File: src/hw/rtl/spp_pkg.sv
package spp_pkg;

	localparam int unsigned MaxSolidsDefault = 8;
	localparam int unsigned ValueWidth = 32;
	localparam int unsigned SolidFieldWidth = 3;

	typedef struct packed {
		logic signed [31:0] interval_low;
		logic signed [31:0] interval_high;
		logic signed [31:0] box_min_x;
		logic signed [31:0] box_min_y;
		logic signed [31:0] box_min_z;
		logic signed [31:0] box_max_x;
		logic signed [31:0] box_max_y;
		logic signed [31:0] box_max_z;
		logic               final_solid;
	} solid_in_t;

	typedef struct packed {
		logic [2:0] first_solid;
		logic [2:0] second_solid;
		logic       pair_valid;
		logic       end_of_pairs;
	} pair_out_t;

	typedef enum logic [3:0] {
		ST_LOAD,
		ST_SORT_RD,
		ST_SORT_CMP,
		ST_SWEEP_RD,
		ST_SWEEP_DEC,
		ST_SWEEP_WAIT,
		ST_TEST_RD,
		ST_TEST_CMP,
		ST_EMIT,
		ST_FINISH
	} spp_state_t;

endpackage

File: src/hw/rtl/sweep_and_prune_pair_finder_core.sv
// Sweep-and-prune broad phase. Each accepted transaction loads one solid
// (numbered by arrival); solids beyond MAX_SOLIDS are dropped. The
// transaction marked final_solid loads its solid (if room remains) and
// starts the run, during which no input is taken. With N solids loaded, the
// 2N sweep-axis bounds are insertion-sorted as keys in a register array,
// one compare per cycle. The sweep then reads the bounds in order: an end
// bound takes its solid out of the active set; a start bound fetches the
// new solid's corners, tests them against each active solid in turn, emits
// each pair found and then makes the new solid active. A box test reads the
// active solid's six corners as one word from the box memory and compares
// them against the new solid's corners held in registers. Each pair is held
// back by one so that the last one leaves with end_of_pairs set; a run with
// no pair gives one empty marker with end_of_pairs set. Results leave
// through an output register, and a stalled receiver holds the run in
// place. Stores are not cleared; only entries of the current set are read.
module sweep_and_prune_pair_finder_core #(
	parameter int unsigned MAX_SOLIDS = spp_pkg::MaxSolidsDefault
) (
	input  logic               clk,
	input  logic               arst_n,
	input  logic               in_valid,
	output logic               in_ready,
	input  spp_pkg::solid_in_t in_data,
	output logic               out_valid,
	input  logic               out_ready,
	output spp_pkg::pair_out_t out_data
);
	localparam int unsigned SW = $clog2(MAX_SOLIDS);
	localparam int unsigned CW = $clog2(MAX_SOLIDS + 1);
	localparam int unsigned NB = 2 * MAX_SOLIDS;
	localparam int unsigned BW = $clog2(NB);
	localparam int unsigned BCW = $clog2(NB + 1);
	localparam int unsigned VW = spp_pkg::ValueWidth;
	localparam int unsigned XBW = 6 * VW;
	localparam int unsigned KW = VW + SW + 1;

	// key: biased value, solid, end flag
	typedef logic [KW-1:0] key_t;

	spp_pkg::spp_state_t state_q, state_d;

	logic [CW-1:0]  loaded_q;
	logic [BCW-1:0] total_q;
	logic [BCW-1:0] i_q;
	logic [BW-1:0]  j_q;
	key_t           k_q;
	key_t           keys_q [NB];
	logic [MAX_SOLIDS-1:0] active_q;
	logic [SW-1:0]  s_q;
	logic [CW-1:0]  a_q;
	logic           found_q;
	logic [XBW-1:0] cur_q;
	logic [XBW-1:0] box_mem [MAX_SOLIDS];
	logic [XBW-1:0] box_rd_q;
	logic           ovalid_q;
	spp_pkg::pair_out_t odata_q, pend_q, out_next, new_pair;

	logic accept_in, store_en, out_free, load_out, boxes_touch;
	logic sort_place, scan_done, a_active;
	logic [SW-1:0] rd_addr;
	logic [SW-1:0] st_idx;
	key_t new_lo, new_hi;
	logic [VW-1:0] lo_b, hi_b;

	assign accept_in = in_valid && in_ready;
	assign store_en  = accept_in && (loaded_q < CW'(MAX_SOLIDS));
	assign st_idx    = SW'(loaded_q);
	assign lo_b = in_data.interval_low ^ 32'h8000_0000;
	assign hi_b = in_data.interval_high ^ 32'h8000_0000;
	assign new_lo = {lo_b, st_idx, 1'b0};
	assign new_hi = {hi_b, st_idx, 1'b1};
	assign out_valid = ovalid_q;
	assign out_data  = odata_q;
	assign out_free  = !ovalid_q || out_ready;
	assign sort_place = (j_q == '0) || (keys_q[j_q - BW'(1)] <= k_q);
	assign scan_done = a_q >= loaded_q;
	assign a_active  = active_q[SW'(a_q)];

	// box memory: one word of six corners per solid, registered read
	always_ff @(posedge clk) begin
		if (store_en)
			box_mem[st_idx] <= {in_data.box_max_z, in_data.box_max_y, in_data.box_max_x,
				in_data.box_min_z, in_data.box_min_y, in_data.box_min_x};
		box_rd_q <= box_mem[rd_addr];
	end

	// inclusive overlap of the active solid's box with the new solid's box
	always_comb begin
		boxes_touch = 1'b1;
		for (int c = 0; c < 3; c++) begin
			if ($signed(box_rd_q[VW*c +: VW]) > $signed(cur_q[VW*(c+3) +: VW]) ||
				$signed(cur_q[VW*c +: VW]) > $signed(box_rd_q[VW*(c+3) +: VW]))
				boxes_touch = 1'b0;
		end
	end

	// next state
	always_comb begin
		state_d = state_q;
		case (state_q)
			spp_pkg::ST_LOAD:
				if (accept_in && in_data.final_solid)
					state_d = spp_pkg::ST_SORT_RD;
			spp_pkg::ST_SORT_RD:
				state_d = (i_q >= total_q) ? spp_pkg::ST_SWEEP_RD : spp_pkg::ST_SORT_CMP;
			spp_pkg::ST_SORT_CMP:
				if (sort_place)
					state_d = spp_pkg::ST_SORT_RD;
			spp_pkg::ST_SWEEP_RD:
				state_d = (i_q >= total_q) ? spp_pkg::ST_FINISH : spp_pkg::ST_SWEEP_DEC;
			spp_pkg::ST_SWEEP_DEC:
				if (keys_q[BW'(i_q)][0])
					state_d = spp_pkg::ST_SWEEP_RD;
				else
					state_d = spp_pkg::ST_SWEEP_WAIT;
			spp_pkg::ST_SWEEP_WAIT:
				state_d = spp_pkg::ST_TEST_RD;
			spp_pkg::ST_TEST_RD:
				if (scan_done)
					state_d = spp_pkg::ST_SWEEP_RD;
				else if (a_active)
					state_d = spp_pkg::ST_TEST_CMP;
			spp_pkg::ST_TEST_CMP:
				state_d = boxes_touch ? spp_pkg::ST_EMIT : spp_pkg::ST_TEST_RD;
			spp_pkg::ST_EMIT:
				if (!found_q || out_free)
					state_d = spp_pkg::ST_TEST_RD;
			spp_pkg::ST_FINISH:
				if (out_free)
					state_d = spp_pkg::ST_LOAD;
			default:
				state_d = spp_pkg::ST_LOAD;
		endcase
	end

	// outputs: input handshake, memory address and result loading
	always_comb begin
		in_ready = (state_q == spp_pkg::ST_LOAD);
		rd_addr  = (state_q == spp_pkg::ST_SWEEP_DEC) ? s_q : SW'(a_q);
		new_pair = '{first_solid: 3'(a_q), second_solid: 3'(s_q),
			pair_valid: 1'b1, end_of_pairs: 1'b0};
		load_out = 1'b0;
		out_next = pend_q;
		case (state_q)
			spp_pkg::ST_EMIT:
				load_out = found_q && out_free;
			spp_pkg::ST_FINISH: begin
				load_out = out_free;
				if (found_q)
					out_next.end_of_pairs = 1'b1;
				else
					out_next = '{first_solid: 3'd0, second_solid: 3'd0,
						pair_valid: 1'b0, end_of_pairs: 1'b1};
			end
			default: ;
		endcase
	end

	// datapath
	always_ff @(posedge clk or negedge arst_n) begin
		if (!arst_n) begin
			state_q  <= spp_pkg::ST_LOAD;
			loaded_q <= '0;
			active_q <= '0;
			ovalid_q <= 1'b0;
			found_q  <= 1'b0;
			i_q      <= '0;
			j_q      <= '0;
			a_q      <= '0;
			s_q      <= '0;
			k_q      <= '0;
			total_q  <= '0;
			odata_q  <= '0;
			pend_q   <= '0;
			for (int b = 0; b < NB; b++)
				keys_q[b] <= '0;
		end else begin
			state_q <= state_d;
			// load the output register, or drop the transaction once taken
			if (load_out) begin
				ovalid_q <= 1'b1;
				odata_q  <= out_next;
			end else if (out_ready)
				ovalid_q <= 1'b0;
			case (state_q)
				spp_pkg::ST_LOAD: begin
					if (store_en) begin
						keys_q[BW'(2 * st_idx)]     <= new_lo;
						keys_q[BW'(2 * st_idx + 1)] <= new_hi;
						loaded_q <= loaded_q + CW'(1);
					end
					if (accept_in && in_data.final_solid) begin
						total_q <= store_en ? BCW'(2 * (loaded_q + CW'(1)))
							: BCW'(2 * loaded_q);
						i_q     <= BCW'(1);
						active_q <= '0;
						found_q <= 1'b0;
					end
				end
				spp_pkg::ST_SORT_RD: begin
					if (i_q < total_q) begin
						k_q <= keys_q[BW'(i_q)];
						j_q <= BW'(i_q);
					end else
						i_q <= '0;
				end
				spp_pkg::ST_SORT_CMP: begin
					if (sort_place) begin
						keys_q[j_q] <= k_q;
						i_q <= i_q + BCW'(1);
					end else begin
						keys_q[j_q] <= keys_q[j_q - BW'(1)];
						j_q <= j_q - BW'(1);
					end
				end
				spp_pkg::ST_SWEEP_RD: begin
					if (i_q >= total_q) begin
						loaded_q <= '0;
						active_q <= '0;
					end else
						s_q <= keys_q[BW'(i_q)][SW:1];
				end
				spp_pkg::ST_SWEEP_DEC: begin
					if (keys_q[BW'(i_q)][0]) begin
						active_q[s_q] <= 1'b0;
						i_q <= i_q + BCW'(1);
					end
				end
				spp_pkg::ST_SWEEP_WAIT: begin
					a_q <= '0;
				end
				spp_pkg::ST_TEST_RD: begin
					if (scan_done) begin
						active_q[s_q] <= 1'b1;
						i_q <= i_q + BCW'(1);
					end else if (!a_active)
						a_q <= a_q + CW'(1);
				end
				spp_pkg::ST_TEST_CMP: begin
					if (!boxes_touch)
						a_q <= a_q + CW'(1);
				end
				spp_pkg::ST_EMIT: begin
					// hold the new pair back until the next one or the end of the run
					if (!found_q || out_free) begin
						pend_q  <= new_pair;
						found_q <= 1'b1;
						a_q     <= a_q + CW'(1);
					end
				end
				spp_pkg::ST_FINISH: begin
					if (out_free)
						found_q <= 1'b0;
				end
				default: ;
			endcase
		end
	end

	// new solid's corners for the box test
	always_ff @(posedge clk) begin
		if (state_q == spp_pkg::ST_SWEEP_WAIT)
			cur_q <= box_rd_q;
	end

endmodule

File: config.mk
export PLATFORM = sky130hd
export DESIGN_NAME = sweep_and_prune_pair_finder_core
export DESIGN_NICKNAME = d
export VERILOG_FILES = /design/src/hw/rtl/spp_pkg.sv /design/src/hw/rtl/sweep_and_prune_pair_finder_core.sv
export SDC_FILE = /design/constraint.sdc
export NUM_CORES = 2
export LEC_CHECK = 0
export ABC_CLOCK_PERIOD_IN_PS = 24400
export BUFFER_PORTS_ARGS = -buffer_cell sky130_fd_sc_hd__buf_2
export CORE_ASPECT_RATIO = 1.2
export CORE_MARGIN = 2
export CORE_UTILIZATION = 33
export DETAILED_ROUTE_END_ITERATION = 12
export PLACE_DENSITY = 0.51
export SLEW_MARGIN = 20
export SYNTH_ARGS = -nofsm -noshare
export SYNTH_HDL_FRONTEND = slang
export SYNTH_SLANG_ARGS = --single-unit
File: constraint.sdc
create_clock -name clk -period 24.4 [get_ports clk]
set_clock_uncertainty 0.1 [all_clocks]
set_input_delay 3.66 -clock clk [delete_from_list [all_inputs] [get_ports clk]]
set_output_delay 3.66 -clock clk [all_outputs]
set_load 0.005 [all_outputs]
=== After elaboration in Yosys (flattened, before gate mapping) ===
Memory sizes are Yosys's and may differ from the RTL's. A register that Yosys moved wholly into a read port is not among the register bits.
Cells that the tools add are included.

* Reductions and logical operators: 38
* Bitwise gates (word level): 11
* Equality and inequality tests: 24
* $add $sub $neg: 6
* Multiplexer cells: 72
* Order comparisons: 22

{| class="wikitable"
|+ Operators with widths
! kind !! number
|-
| $bwmux 576 || 4
|-
| $mux 576 || 2
|-
| $pmux 576 s2 || 1
|-
| $demux 36 s4 || 3
|-
| $bmux 36 s4 || 2
|-
| $mux 36 || 7
|-
| $gt 32x32->1 || 6
|-
| $mux 4 || 16
|-
| $mux 8 || 5
|-
| $pmux 4 s10 || 1
|-
| $le 36x36->1 || 1
|-
| $pmux 8 s4 || 1
|-
| $mux 5 || 6
|-
| $ge 5x5->1 const B || 5
|-
| $not 4->5 || 5
|-
| $pmux 5 s5 || 1
|-
| $ne 2x2->1 const B || 11
|-
| $add 4x1->4 const B || 4
|-
| $eq 4x3->1 const B || 4
|-
| $pmux 4 s2 || 2
|-
| $pmux 4 s4 || 1
|-
| $lt 5x1->1 const B || 3
|-
| $reduce_and 5->1 || 3
|-
| $mux 1 || 13
|-
| other kinds (35) || 66
|}

* RAM bits: 1536
* Flip-flop bits (word level): 858
* Bits of input ports: 261
* Memories kept: 1
* Output and inout bits: 10
* Logic and storage cells: 209

{| class="wikitable"
|+ Memory list
! name !! words !! width !! read ports !! clocked after memory_dff !! wr ports !! RTL line !! text
|-
| box_mem || 8 || 192 || 1 || 1 || 1 || sweep_and_prune_pair_finder_core.sv:53 || <nowiki>logic [XBW-1:0] box_mem [MAX_SOLIDS];</nowiki>
|}

=== Depth between registers and ports, before layout ===
* Depth after elaboration: 9
* Depth in mapped cells: 22
* Depth with buffers taken out: 15

=== Worst setup path after synthesis ===
OpenSTA, ideal clock, no wires.

* Path type: input to register
* Start point: input in_valid
* End point: register keys_q[107] (netlist bit)
* Cell stages on the path: 5
* Library setup time: 0.145 ns
* Arrival: 23.783 ns
* Path slack: 0.372 ns
* Buffers on the path: 0
* Data required time: 24.155 ns
* Cells stage by stage: nand3_1 -> nor4_1 -> o21ai_0 -> o21ai_0 -> a21oi_1

* Longest elaborated chain between the ends: 4

{| class="wikitable"
|+ RTL lines
! item !! RTL line !! text
|-
| from (decl) || sweep_and_prune_pair_finder_core.sv:21 || <nowiki>input logic in_valid,</nowiki>
|-
| $logic_and 1x1->1 || sweep_and_prune_pair_finder_core.sv:65 || <nowiki>assign accept_in = in_valid && in_ready;</nowiki>
|-
| $logic_and 1x1->1 || sweep_and_prune_pair_finder_core.sv:66 || <nowiki>assign store_en = accept_in && (loaded_q < CW'(MAX_SOLIDS));</nowiki>
|-
| $ne 2x1->1 (no source line) || n/a ||
|-
| $reduce_and 2->1 (no source line) || n/a ||
|-
| to (signal, indexed assignment) || sweep_and_prune_pair_finder_core.sv:188 || <nowiki>keys_q[BW'(2 * st_idx)] <= new_lo;</nowiki>
|-
| to (signal, indexed assignment) || sweep_and_prune_pair_finder_core.sv:189 || <nowiki>keys_q[BW'(2 * st_idx + 1)] <= new_hi;</nowiki>
|-
| to (signal, indexed assignment) || sweep_and_prune_pair_finder_core.sv:209 || <nowiki>keys_q[j_q] <= k_q;</nowiki>
|-
| to (decl) || sweep_and_prune_pair_finder_core.sv:47 || <nowiki>key_t keys_q [NB];</nowiki>
|}

No other way between the ends.
A chain may end at the register's enable or synchronous reset.

=== Worst setup path after layout ===
* Start point: register j_q[0]
* End point: register keys_q[368] (netlist bit)

* Longest elaborated chain between the ends: 9
* Elaborated cells on any way between the ends: 18
* Those cells by class: add/sub: 1; order compare: 3; mux: 9; bitwise: 2; reduce/logical: 3

{| class="wikitable"
|+ RTL lines
! item !! RTL line !! text
|-
| from (decl) || sweep_and_prune_pair_finder_core.sv:45 || <nowiki>logic [BW-1:0] j_q;</nowiki>
|-
| from (signal assigned) || sweep_and_prune_pair_finder_core.sv:203 || <nowiki>j_q <= BW'(i_q);</nowiki>
|-
| from (signal assigned) || sweep_and_prune_pair_finder_core.sv:213 || <nowiki>j_q <= j_q - BW'(1);</nowiki>
|-
| $sub 4x1->4 || sweep_and_prune_pair_finder_core.sv:75, sweep_and_prune_pair_finder_core.sv:212 ||
|-
| $not 4->5 (not written as such) || sweep_and_prune_pair_finder_core.sv:75, sweep_and_prune_pair_finder_core.sv:212 ||
|-
| $bmux 36 s4 || sweep_and_prune_pair_finder_core.sv:75, sweep_and_prune_pair_finder_core.sv:212 ||
|-
| $mux 36 (not written as such) (2 in series) || sweep_and_prune_pair_finder_core.sv:75, sweep_and_prune_pair_finder_core.sv:212 ||
|-
| $le 36x36->1 || sweep_and_prune_pair_finder_core.sv:75 || <nowiki>assign sort_place = (j_q == '0) || (keys_q[j_q - BW'(1)] <= k_q);</nowiki>
|-
| $logic_or 1x1->1 || sweep_and_prune_pair_finder_core.sv:75 ||
|-
| $mux 576 * || sweep_and_prune_pair_finder_core.sv:208 || <nowiki>if (sort_place) begin</nowiki>
|-
| $pmux 576 s2 * || sweep_and_prune_pair_finder_core.sv:185 || <nowiki>case (state_q)</nowiki>
|}

Mark *: on every way between the ends. The rest lies on a longest branch, timed or not. The select of a mux whose other input is x is not followed.

==> results.ini <==
[run_status]
status=finished, final reports clean

[worst_setup_path]
required_ps=24950
reg2reg_slack_ps=16660
crit_buf_inv=4
path_cells=buf_4, buf_4, buf_4, mux4_2, mux4_2, ha_1, a21o_1, a21o_1, a21oi_1, o21ai_0, nor4_1, a21oi_4, buf_4, mux2i_2, a221oi_1
cp.arrival_ps=8290
critical_path.startpoint=j_q[0]
cp_slowest_cell=dfrtp_4
path_class=flop to flop
reg2regPathDepth=15
reg2reg_from=j_q[0]
path_delay_family=buffers and inverters
worstSetupStartpointType=flop
endpoint_kind=flop
r2r_end=keys_q[368]
slowest_delay_ps=1030
cpMostUsedCell=buf_4
cp_max_fo=40

[routing]
route.met2.wl_mm=163.7
m1WireLength_mm=129.0
wl_met3_mm=31.28
drc=0
postRouteAntennaNets=0
drtPass1Iterations=8
avgRoutedWirePerCell_um=28.58
vias_per_cell=5.594
drtIter0Drc=6376
num_vias=66420
routed.top_layer=met5
routed_wl_mm=339.3

[floorplan]
die_x_um=533.3
start_util=0.3312
io_pins=271
die_area_mm2=0.3409
rows=233
core-area_mm2=0.3350
die_height_um=639.2

[clocking]
clk_pin_slew_ps=60
cts_buffers=289
cts_tree=yes
htreeDepth=5
numClockSinks=2585
cts-root-buf=clkbuf_16
cts_hold_buf=0
postCtsSetupRepairBufs=0
cts_resized=0
clock_latency_ps=900
cts_buffer_depth=4

[worst_hold_path]
whs_path_depth=0
hp-start=box_rd_q[100]
worstHoldPathType=flop to flop
whs_endpoint=cur_q[100]

[global_routing]
grt_max_degree=166
first_global_vias=70000
grt_pass1_wl_mm=493.5
gr-usage-all-layers=0.1962
antenna_found_initial=123
grt_overflow_total=0

[logic_synthesis]
syn_nets=7485
ys_seq_area_frac=0.6524
synth.area.top_cells=edfxtp_1, mux4_2, dfrtp_1, dfxtp_1, ha_1
netlist_area_mm2=0.1109
postSynthCellCount=6980
async_flop_share=0.2573
dominantRegCellSynth=edfxtp_1
avgSynthCellArea_um2=15.89
yosysWarnings=0
yosysTopAreaCellShare=0.4677
synth_top_area_cell=edfxtp_1
synth_cell_types=69
ys_seq_elements=2585
synth-edff-count=1728

[timing]
slew_headroom=0.1870
rsz0062_at_grt=false
tightest_slew_ps=1219
hold_violations=0
fin_setup_tns_ps=0
period_share=0.3170
fmax_ghz=0.1293
drv_slew=0
layout_min_cycle_time_ps=7736
setup_violations=0

[flow_run]
maxCapViolCount=0

[placed_design]
portBuffers=270
gp_congestion=0.8208
hpwlAfterDp_mm=188.0

[layout]
syn_to_final_growth_pct=14.39
register_area_mm2=0.07239
n_fill_cell=30940
layout.nets=7639
drive_gt1_frac=0.2542
final_util=0.3789
multi_input_area_mm2=0.03578

[power]
max-vdd-ir-drop_mv=0.3099
power_density_mw_per_mm2=130.9
p_leak_nw=44.75

[worst register-to-register path: cells and delay by family, from the launching register on]
family	cells	cell delay (ps)
mux	3	2000
simple gates	1	630
compound gates	6	1180
fa+ha+maj	1	200
buf+inv	4	2390
flops	1	1030
[worst max-delay path by stage]
stage | endpoint | slack [ps] | cells past startpoint
floorplan | keys_q[107] | 370 | 5
global placement | box_mem[7][56] | 16130 | 7
detailed placement | box_mem[7][58] | 16100 | 7
CTS | keys_q[368] | 16330 | 14
global route | keys_q[413] | 16260 | 14
finish | keys_q[368] | 16660 | 15
[registers in the layout, summed over array words and instances, names as in the netlist, 4 cells and up]
| name | flops |
|---|---|
| a_q | 4 |
| active_q | 8 |
| box_mem | 1536 |
| box_rd_q | 192 |
| cur_q | 192 |
| i_q | 5 |
| j_q | 4 |
| k_q | 36 |
| keys_q | 576 |
| loaded_q | 4 |
| out_data | 8 |
| pend_q | 7 |
| state_q | 4 |
| total_q | 4 |
[kinds of logic (layout without fill, tap and decap cells)]
family,count (synthesis),count (layout),share of synthesized area
multiplexers,992,992,0.1758
AO/OA/AOI/OAI,1108,1108,0.06795
buffers and inverters,809,1198,0.02928
adder cells (fa/ha/maj),244,244,0.02752
XOR/XNOR,5,5,0.0004625
AND/OR/NAND/NOR,1237,1237,0.04660
flip-flops,2585,2585,0.6524
other,0,39,0
[power breakdown]
group	internal, mW	leakage, nW	total, mW	switching [mW]
registers	5.51	24.7	6.11	0.601
clock network	2.58	4.65	4.40	1.82
logic	2.62	15.4	6.10	3.48
[through the flow]
stage                     total power, mW  instances  setup slack (ps)  instance area [um2]  hold WS (ps)
after floorplan                     10.28       6980             371.9               110900         308.2
after global placement              12.06      11310             16130               117200         316.5
after detailed placement            12.23      11310             16100               117300         317.6
after CTS                           16.69      11830             16330               126800         330.6
after global routing                17.43      11840             16260               126800         336.8
final                               16.61      11870             16660               126900         329.4
[cell usage in the layout (no fill, tap or decap), drive strengths merged, types with 80 or more instances in the layout]
| master | Yosys | layout |
|---|---|---|
| inv | 275 | 288 |
| ha | 244 | 244 |
| nand2 | 499 | 499 |
| clkinv | 0 | 80 |
| nor2 | 534 | 534 |
| mux4 | 745 | 745 |
| a21oi | 273 | 273 |
| buf | 213 | 397 |
| dfxtp | 192 | 192 |
| mux2 | 204 | 204 |
| dfrtp | 665 | 665 |
| a221oi | 315 | 315 |
| o21ai | 217 | 217 |
| edfxtp | 1728 | 1728 |
| clkbuf | 321 | 405 |
| a211oi | 116 | 116 |
[final cells by class]
cell class,count,share of cell area
antenna,39,0.0007690
timing repair buffer,397,0.01951
sequential,2585,0.5704
multi-input combinational,3586,0.2820
clock inverter,121,0.01045
clock buffer,405,0.06459
inverter,275,0.008311
tap,4465,0.04402
[synth_stat cells (4+ instances only)]
master / count
a211oi_1: 114
a21o_1: 44
a21oi_1: 273
a221oi_1: 315
a22o_1: 14
a22oi_1: 46
a31oi_1: 4
and2_1: 15
and3_1: 16
and4_1: 7
buf_1: 79
buf_2: 118
buf_4: 15
clkbuf_1: 321
dfrtp_1: 665
dfxtp_1: 192
edfxtp_1: 1728
ha_1: 244
inv_1: 274
mux2_2: 202
mux2i_1: 43
mux4_2: 745
nand2_1: 499
nand2b_1: 14
nand3_1: 25
nand4_1: 47
nor2_1: 534
nor2b_1: 19
nor3_1: 21
nor4_1: 9
o211ai_1: 18
o21a_1: 6
o21ai_0: 198
o21ai_1: 18
o221ai_1: 5
o22ai_1: 23
o31ai_1: 4
o41ai_1: 4
or2_2: 8
or3_1: 7
[layer usage]
metal,global-route usage,vias to the layer above
met2,0.3268,2961
met1,0.2388,34730
met5,0,-
li1,-,27670
met3,0.05860,942
met4,0.07580,114
Note: power is estimated with default switching activity, not from simulation.
